File: src/rtl/ple_pkg.sv
package ple_pkg;

	// Command codes carried by the op field.
	typedef enum logic [2:0] {
		OP_APPEND       = 3'd0,
		OP_REMOVE_LAST  = 3'd1,
		OP_INSERT       = 3'd2,
		OP_REMOVE_AT    = 3'd3,
		OP_REMOVE_VALUE = 3'd4,
		OP_FIND         = 3'd5,
		OP_READ         = 3'd6
	} op_t;

	// Result status codes.
	typedef enum logic [2:0] {
		ST_OK        = 3'd0,
		ST_BAD_POS   = 3'd1,
		ST_NOT_FOUND = 3'd2,
		ST_FULL      = 3'd3,
		ST_EMPTY     = 3'd4
	} status_t;

	localparam int DATA_W = 32;

endpackage

File: src/rtl/ple_ram.sv
// Simple dual-port store: one write port, one read port with registered read data.
module ple_ram #(
	parameter int DEPTH = 32,
	parameter int WIDTH = 32,
	localparam int AW = $clog2(DEPTH)
) (
	input  logic             clk,
	input  logic             we,
	input  logic [AW-1:0]    waddr,
	input  logic [WIDTH-1:0] wdata,
	input  logic [AW-1:0]    raddr,
	output logic [WIDTH-1:0] rdata
);

	logic [WIDTH-1:0] mem [DEPTH];
	logic [WIDTH-1:0] rdata_q;

	always_ff @(posedge clk) begin
		if (we) begin
			mem[waddr] <= wdata;
		end
		rdata_q <= mem[raddr];
	end

	assign rdata = rdata_q;

endmodule

File: src/rtl/positional_list_engine_unit.sv
// Ordered list engine: holds up to CAPACITY signed 32-bit entries at positions 0 .. count-1.
// Input channel (in_valid / in_stall) carries one command item: op, value and position.
// Output channel (out_valid / out_stall) returns exactly one result item per command:
// status, found_position, read_value, count and empty_res.
// Commands run one at a time under a small sequencer around a single-port-read store;
// in_stall is high from the cycle after an item is taken until its result is registered.
// Sequencing: append, remove last, op 7 and any rejected command go straight to the finish
// state; read at passes through the read and read-wait states; insert at below the count
// moves the entries at and above the position up one place, then writes the new value;
// remove at moves the entries above the position down; find and remove value compare
// entries in order, and a successful remove value then moves down those above the match.
// The longest command is a remove value on a full list, set by the store's one read per
// cycle during the search and the shift that follows. Each item ends in the finish state.
// Shifts are pipelined: each cycle reads one entry and writes the one read before.
// The result sits in an output register; a new item may be taken while it waits, and that
// item's result is held back in the sequencer until the receiver takes the earlier one.
// Asynchronous reset empties the list and clears all control state; the entry store itself
// is not cleared, since only positions below the count are ever read.
module positional_list_engine_unit #(
	parameter int CAPACITY = 32
) (
	input  logic               clk,
	input  logic               arst_n,
	input  logic               in_valid,
	output logic               in_stall,
	input  logic [2:0]         op,
	input  logic signed [31:0] value,
	input  logic [5:0]         position,
	output logic               out_valid,
	input  logic               out_stall,
	output logic [2:0]         status,
	output logic [4:0]         found_position,
	output logic signed [31:0] read_value,
	output logic [5:0]         count,
	output logic               empty_res
);

	// Address width of the store, width of the entry count, and a common width wide enough
	// to compare the 6-bit position with the count.
	localparam int AW = $clog2(CAPACITY);
	localparam int CW = $clog2(CAPACITY + 1);
	localparam int XW = (CW > 6) ? CW : 6;
	localparam logic [CW-1:0] CAP_C = CW'(CAPACITY);

	typedef enum logic [3:0] {
		S_IDLE,
		S_UP,
		S_UPLAST,
		S_INSV,
		S_SCAN,
		S_DN,
		S_DNLAST,
		S_RD,
		S_RDW,
		S_FIN
	} state_t;

	state_t                   state_q;
	ple_pkg::op_t             op_q;
	logic signed [31:0]       val_q;
	logic [AW-1:0]            pos_q;
	logic [CW-1:0]            idx_q;
	logic [CW-1:0]            cnt_q;
	ple_pkg::status_t         st_q;
	logic [AW-1:0]            fpos_q;
	logic signed [31:0]       rval_q;

	// Shift pipeline: the entry read last cycle is written one place up or down.
	logic                     pend_s1;
	logic [AW-1:0]            wa_s1;
	// Search pipeline: the entry read last cycle is compared with the wanted value.
	logic                     scan_pend_s1;
	logic [AW-1:0]            sidx_s1;

	logic                     out_valid_q;
	ple_pkg::status_t         out_st_q;
	logic [4:0]               out_fpos_q;
	logic signed [31:0]       out_rval_q;
	logic [5:0]               out_cnt_q;
	logic                     out_empty_q;

	logic                     in_take;
	logic [XW-1:0]            cnt_x;
	logic [XW-1:0]            pos_x;
	logic [XW-1:0]            fpos_x;
	logic [CW-1:0]            cnt_last;
	logic                     is_full;
	logic                     is_empty;
	logic                     scan_issue;
	logic                     hit;
	logic                     scan_end;
	logic                     out_free;
	ple_pkg::op_t             op_in;

	logic                     ram_we;
	logic [AW-1:0]            ram_wa;
	logic [ple_pkg::DATA_W-1:0] ram_wd;
	logic [AW-1:0]            ram_ra;
	logic [ple_pkg::DATA_W-1:0] ram_rd;

	assign op_in      = ple_pkg::op_t'(op);
	assign in_take    = in_valid && (state_q == S_IDLE);
	assign in_stall   = (state_q != S_IDLE);
	assign cnt_x      = XW'(cnt_q);
	assign pos_x      = XW'(position);
	assign fpos_x     = XW'(fpos_q);
	assign cnt_last   = cnt_q - CW'(1);
	assign is_full    = (cnt_q == CAP_C);
	assign is_empty   = (cnt_q == '0);
	assign scan_issue = (state_q == S_SCAN) && (idx_q < cnt_q);
	assign hit        = scan_pend_s1 && (ram_rd == val_q);
	assign scan_end   = scan_pend_s1 && (CW'(sidx_s1) == cnt_last);
	assign out_free   = !out_valid_q || !out_stall;
	assign ram_ra     = idx_q[AW-1:0];

	// One write port serves the shift pipeline, the insert slot and a direct write at the end
	// for append or insert at the count. The sequencer never asks for two of these in the same cycle.
	always_comb begin
		ram_we = 1'b0;
		ram_wa = pos_q;
		ram_wd = val_q;
		if (pend_s1) begin
			ram_we = 1'b1;
			ram_wa = wa_s1;
			ram_wd = ram_rd;
		end else if (state_q == S_INSV) begin
			ram_we = 1'b1;
		end else if (in_take && !is_full &&
			((op_in == ple_pkg::OP_APPEND) ||
			((op_in == ple_pkg::OP_INSERT) && (pos_x == cnt_x)))) begin
			ram_we = 1'b1;
			ram_wa = cnt_q[AW-1:0];
			ram_wd = value;
		end
	end

	ple_ram #(
		.DEPTH(CAPACITY),
		.WIDTH(ple_pkg::DATA_W)
	) u_ram (
		.clk  (clk),
		.we   (ram_we),
		.waddr(ram_wa),
		.wdata(ram_wd),
		.raddr(ram_ra),
		.rdata(ram_rd)
	);

	always_ff @(posedge clk or negedge arst_n) begin
		if (!arst_n) begin
			state_q      <= S_IDLE;
			op_q         <= ple_pkg::OP_APPEND;
			val_q        <= '0;
			pos_q        <= '0;
			idx_q        <= '0;
			cnt_q        <= '0;
			st_q         <= ple_pkg::ST_OK;
			fpos_q       <= '0;
			rval_q       <= '0;
			pend_s1      <= 1'b0;
			wa_s1        <= '0;
			scan_pend_s1 <= 1'b0;
			sidx_s1      <= '0;
			out_valid_q  <= 1'b0;
			out_st_q     <= ple_pkg::ST_OK;
			out_fpos_q   <= '0;
			out_rval_q   <= '0;
			out_cnt_q    <= '0;
			out_empty_q  <= 1'b1;
		end else begin
			pend_s1      <= (state_q == S_UP) || (state_q == S_DN);
			wa_s1        <= (state_q == S_UP) ? (idx_q[AW-1:0] + AW'(1))
				: (idx_q[AW-1:0] - AW'(1));
			scan_pend_s1 <= scan_issue;
			sidx_s1      <= idx_q[AW-1:0];

			if (out_valid_q && !out_stall) begin
				out_valid_q <= 1'b0;
			end

			unique case (state_q)
				S_IDLE: begin
					if (in_take) begin
						op_q    <= op_in;
						val_q   <= value;
						pos_q   <= pos_x[AW-1:0];
						st_q    <= ple_pkg::ST_OK;
						fpos_q  <= '0;
						rval_q  <= '0;
						state_q <= S_FIN;
						case (op_in)
							ple_pkg::OP_APPEND: begin
								if (is_full) begin
									st_q <= ple_pkg::ST_FULL;
								end else begin
									cnt_q <= cnt_q + CW'(1);
								end
							end
							ple_pkg::OP_REMOVE_LAST: begin
								if (is_empty) begin
									st_q <= ple_pkg::ST_EMPTY;
								end else begin
									cnt_q <= cnt_last;
								end
							end
							ple_pkg::OP_INSERT: begin
								if (is_full) begin
									st_q <= ple_pkg::ST_FULL;
								end else if (pos_x > cnt_x) begin
									st_q <= ple_pkg::ST_BAD_POS;
								end else if (pos_x == cnt_x) begin
									cnt_q <= cnt_q + CW'(1);
								end else begin
									// Walk down from the last entry, moving each one up.
									idx_q   <= cnt_last;
									state_q <= S_UP;
								end
							end
							ple_pkg::OP_REMOVE_AT: begin
								if (pos_x >= cnt_x) begin
									st_q <= ple_pkg::ST_BAD_POS;
								end else begin
									fpos_q <= pos_x[AW-1:0];
									if (pos_x == XW'(cnt_last)) begin
										state_q <= S_DNLAST;
									end else begin
										idx_q   <= pos_x[CW-1:0] + CW'(1);
										state_q <= S_DN;
									end
								end
							end
							ple_pkg::OP_REMOVE_VALUE, ple_pkg::OP_FIND: begin
								if (is_empty) begin
									st_q <= ple_pkg::ST_NOT_FOUND;
								end else begin
									idx_q   <= '0;
									state_q <= S_SCAN;
								end
							end
							ple_pkg::OP_READ: begin
								if (pos_x >= cnt_x) begin
									st_q <= ple_pkg::ST_BAD_POS;
								end else begin
									idx_q   <= pos_x[CW-1:0];
									state_q <= S_RD;
								end
							end
							default: begin
							end
						endcase
					end
				end
				S_UP: begin
					if (idx_q == CW'(pos_q)) begin
						state_q <= S_UPLAST;
					end else begin
						idx_q <= idx_q - CW'(1);
					end
				end
				S_UPLAST: begin
					state_q <= S_INSV;
				end
				S_INSV: begin
					cnt_q   <= cnt_q + CW'(1);
					state_q <= S_FIN;
				end
				S_SCAN: begin
					if (scan_issue) begin
						idx_q <= idx_q + CW'(1);
					end
					if (hit) begin
						scan_pend_s1 <= 1'b0;
						fpos_q       <= sidx_s1;
						if (op_q == ple_pkg::OP_FIND) begin
							state_q <= S_FIN;
						end else if (CW'(sidx_s1) == cnt_last) begin
							state_q <= S_DNLAST;
						end else begin
							idx_q   <= CW'(sidx_s1) + CW'(1);
							state_q <= S_DN;
						end
					end else if (scan_end) begin
						scan_pend_s1 <= 1'b0;
						st_q         <= ple_pkg::ST_NOT_FOUND;
						state_q      <= S_FIN;
					end
				end
				S_DN: begin
					if (idx_q == cnt_last) begin
						state_q <= S_DNLAST;
					end else begin
						idx_q <= idx_q + CW'(1);
					end
				end
				S_DNLAST: begin
					cnt_q   <= cnt_last;
					state_q <= S_FIN;
				end
				S_RD: begin
					state_q <= S_RDW;
				end
				S_RDW: begin
					rval_q  <= ram_rd;
					state_q <= S_FIN;
				end
				S_FIN: begin
					if (out_free) begin
						out_valid_q <= 1'b1;
						out_st_q    <= st_q;
						out_fpos_q  <= fpos_x[4:0];
						out_rval_q  <= rval_q;
						out_cnt_q   <= cnt_x[5:0];
						out_empty_q <= is_empty;
						state_q     <= S_IDLE;
					end
				end
				default: begin
					state_q <= S_IDLE;
				end
			endcase
		end
	end

	assign out_valid      = out_valid_q;
	assign status         = out_st_q;
	assign found_position = out_fpos_q;
	assign read_value     = out_rval_q;
	assign count          = out_cnt_q;
	assign empty_res      = out_empty_q;

endmodule

File: config.mk
export PLATFORM = sky130hd
export DESIGN_NAME = positional_list_engine_unit
export DESIGN_NICKNAME = d
export VERILOG_FILES = /design/src/rtl/ple_pkg.sv /design/src/rtl/ple_ram.sv /design/src/rtl/positional_list_engine_unit.sv
export SDC_FILE = /design/constraint.sdc
export NUM_CORES = 1
export LEC_CHECK = 0
export BUFFER_PORTS_ARGS = -buffer_cell sky130_fd_sc_hd__buf_2
export CELL_PAD_IN_SITES_DETAIL_PLACEMENT = 1
export CELL_PAD_IN_SITES_GLOBAL_PLACEMENT = 2
export CORE_UTILIZATION = 44
export DETAILED_ROUTE_END_ITERATION = 12
export PLACE_DENSITY_LB_ADDON = 0.25
export SLEW_MARGIN = 15
export SYNTH_ARGS = -nofsm -noshare
export SYNTH_HDL_FRONTEND = slang
export SYNTH_SLANG_ARGS = --single-unit
File: constraint.sdc
create_clock -name clk -period 3.8 [get_ports clk]
set_input_delay 0.19 -clock clk [delete_from_list [all_inputs] [get_ports clk]]
set_output_delay 0.19 -clock clk [all_outputs]
set_load 0.005 [all_outputs]
==> flow_metrics.py <==
metrics = {
    "status": {
        "outcome": "finished, final reports clean",
    },
    "placed_design": {
        "dpl.hpwl_um": 82300,
        "gp_congestion": 0.859,
        "io_buffers": 93,
        "dp_cells": 4088,
        "dp_slack_ps": 210,
    },
    "setup_path": {
        "cp_data_arrival_time_ps": 3900,
        "cp_top_family": "simple AND/OR/NAND/NOR gates",
        "crit_required_ps": 4130,
        "cp.buffers_inverters": 1,
        "critPathCaptureType": "flip-flop",
        "crit_chain": "ha_1, nand3_1, o21ai_0, nand3_2, mux2i_1, buf_4, o21ai_1, nand2_1, nor2_4",
        "cpMaxStageDelayCell": "nor2_4",
        "critPathMaxStageDelay_ps": 940,
        "crit_fanout": 32,
        "cp-start-kind": "flip-flop",
        "crit_type": "flip-flop to flip-flop",
    },
    "synthesis": {
        "syn-num-nets": 2564,
        "async_reset_ff_share_pct": 12.9,
        "synth_ff_type": "edfxtp_1",
        "synth-compound-area-share_pct": 2.72,
        "synthCells": 2497,
        "synth_top_family_by_area": "multiplexers",
        "synth_enable_flop_cells": 1024,
        "ys_types": 78,
        "synth-seq-area-share_pct": 72.5,
        "synth_area_mm2": 0.0487,
        "muxShareOfSynthArea_pct": 17.4,
        "synthXorXnorAreaFrac_pct": 1.49,
        "synth_simple_gate_area_share_pct": 3.94,
        "ys_ff_latch": 1212,
        "synthAdderAreaFrac_pct": 0.581,
        "yosys_warnings": 0,
        "syn_area_per_cell_um2": 19.5,
    },
    "timing": {
        "setup_violations": 0,
        "setup_ws_ps": 233,
        "fin_skew_ps": 61.5,
        "rsz0062_at_grt": "false",
        "fmax_mhz": 280,
        "fin_crit_ps": 3570,
        "tightest_slew_ps": 1180,
        "max-slew-margin-rel_pct": 20.8,
        "period_share_pct": 93.9,
        "finalHoldViolCount": 0,
        "drv_slew": 0,
    },
    "layout": {
        "final_cell_mix": "edfxtp_1 (1024), mux4_2 (320), nand2_1 (185)",
        "areaGrowthSynthToFinish_pct": 17.2,
        "n_antenna_cell": 0,
        "final_util_pct": 52.2,
        "layout.cells.most_common": "edfxtp_1",
        "fin_nets": 2847,
        "drive_gt1_share_pct": 31.7,
        "stdcell_count": 4359,
    },
    "floorplanning": {
        "initial_core_util_pct": 44.5,
        "core_area_mm2": 0.109,
        "io_pins": 94,
        "die_h_um": 335,
        "die-area_mm2": 0.112,
        "dieWidth_um": 335,
        "rows": 121,
    },
    "route": {
        "drtIter0Drc": 2327,
        "wl_per_cell_um": 30.0,
        "dr.pass1.iters": 5,
        "routed_wl_um": 131000,
        "vias": 25700,
        "via_per_inst": 5.89,
        "antenna_left": 0,
        "route.detailed.drc": 0,
    },
    "run": {
        "drv_cap": 0,
    },
    "cts": {
        "path_clk_slew_ps": 60,
        "cts-root-buf": "clkbuf_16",
        "htreeDepth": 3,
        "cts_buffers": 121,
        "max-clock-path-buffers": 3,
        "clkSinkCount": 1212,
        "cts_tree": "done",
        "worstSkewPairLatency_ps": 740,
        "postCtsSetupBuffers": 0,
    },
    "power_and_ir_drop": {
        "peakVddDrop_uv": 498,
        "power.total_mw": 49.3,
        "p_per_area_mw_per_mm2": 865,
        "power_leakage_nw": 19.7,
    },
    "global_routing": {
        "grt_usage_pct": 23.7,
        "antenna_found_initial": 9,
        "grtUsageMet2_pct": 38.7,
        "gr-total-overflow": 0,
        "use_met3_pct": 3.11,
        "grt_pass1_wl_um": 191000,
        "grt.met1_usage_pct": 33.8,
        "top_usage_layer": "met2",
        "first_global_vias": 27000,
        "grt_max_degree": 84,
    },
    "min_path": {
        "min_path_type": "primary input to flip-flop",
    },
}
cell type report:
| cell class | count | area (um^2) |
|---|---|---|
| flip-flops and latches | 1212 | 35300 |
| fillers | 9805 | 52200 |
| clock inverters | 74 | 709 |
| inverters | 24 | 92.6 |
| multi-input cells | 1120 | 13100 |
| repair buffers | 301 | 2780 |
| well taps | 1476 | 1850 |
| clock buffers | 152 | 3230 |
path summary, 6_finish.rpt:
check / end / start / slack, ps / cells past startpoint
setup / recovery: u_ram.mem[3][28] / cnt_q[0] / 230 / 9
hold / removal: idx_q[0] / in_valid / 100 / 4
setup reg to reg: u_ram.mem[3][28] / cnt_q[0] / 230 / 9
hold reg to reg: count[5] / count[5] / 480 / 2
max in group asynchronous: rval_q[12] / arst_n / 2730 / 3
min in group asynchronous: found_position[4] / arst_n / 150 / 2
cell usage after synthesis, types with 3 or more instances:
cell type / count / area [um^2]
buf_2: 14 / 70.1
edfxtp_1: 1024 / 30700
xnor2_1: 49 / 429
a31oi_1: 14 / 87.6
a211oi_1: 4 / 30.0
nand3_1: 23 / 115
a22o_1: 37 / 324
a22oi_1: 3 / 22.5
a21oi_1: 22 / 110
xor2_1: 21 / 184
a21o_1: 5 / 37.5
o21a_1: 6 / 45.0
nor2b_1: 4 / 25.0
nand2_1: 186 / 698
o31ai_1: 3 / 22.5
or4b_1: 3 / 30.0
nor4b_1: 3 / 26.3
nor4_1: 3 / 18.8
clkbuf_1: 86 / 323
nand2b_1: 20 / 125
or4_1: 3 / 22.5
o221ai_1: 4 / 35.0
a221o_1: 5 / 50.1
o22ai_1: 3 / 18.8
and3_1: 9 / 56.3
o21ai_1: 9 / 45.0
mux4_2: 320 / 7210
nor3b_1: 7 / 52.6
xnor3_1: 5 / 113
inv_1: 23 / 86.3
nand4_1: 20 / 125
ha_1: 21 / 263
dfxtp_1: 32 / 641
o21ai_0: 59 / 295
nor3_1: 11 / 55.1
and2_1: 6 / 37.5
o211ai_1: 3 / 22.5
buf_1: 39 / 146
mux2i_1: 41 / 410
nand3b_1: 5 / 37.5
nor2_1: 66 / 248
mux2_2: 77 / 867
dfrtp_1: 155 / 3880
kinds of logic after synthesis:
family | after synthesis
flops | 1212
simple gates | 389
fa+ha+maj | 22
xor+xnor | 75
compound gates | 196
mux | 438
buf+inv | 165
tightest hold or removal path, stage by stage:
cell and delay, ps:
buf_2 160, o221a_2 260, nand4_1 90, a2bb2oi_1 70
metal layers:
metal	wire length, um	share of wire, %
met5	0	0
met2	64100	49
met1	56800	43
met4	2580	2.0
met3	7480	5.7
stage by stage:
stage	hold WS, ps	setup TNS (ps)	instance area [um^2]
after CTS	41.8	0	57000
after floorplan	-106	-339340	48700
final	102	0	57100
after detailed placement	340	0	52600
after global routing	92.4	0	57100
after global placement	330	0	52600
flip-flops by register name, summed over array words and instances, names as in the netlist:
register / cells
state_q: 4
cnt_q: 6
pos_q: 5
u_ram.mem: 1024
val_q: 32
wa_s1: 5
empty_res: 1
op_q: 3
scan_pend_s1: 1
found_position: 5
count: 6
st_q: 3
idx_q: 6
fpos_q: 5
u_ram.rdata: 32
status: 3
sidx_s1: 5
rval_q: 32
out_valid: 1
pend_s1: 1
read_value: 32
report_power, final:
part           internal (mW)  switching [mW]
combinational           7.06            10.6
clock                   6.63            5.13
sequential              18.7            1.24
total                   32.3            17.0
repair_timing:
| action | in CTS | in global routing |
|---|---|---|
| hold endpoints to repair | 123 | 0 |
| hold buffers | 42 | 0 |
| gates resized for setup | 0 | 0 |
No activity file was read; power rests on OpenSTA's default activity.
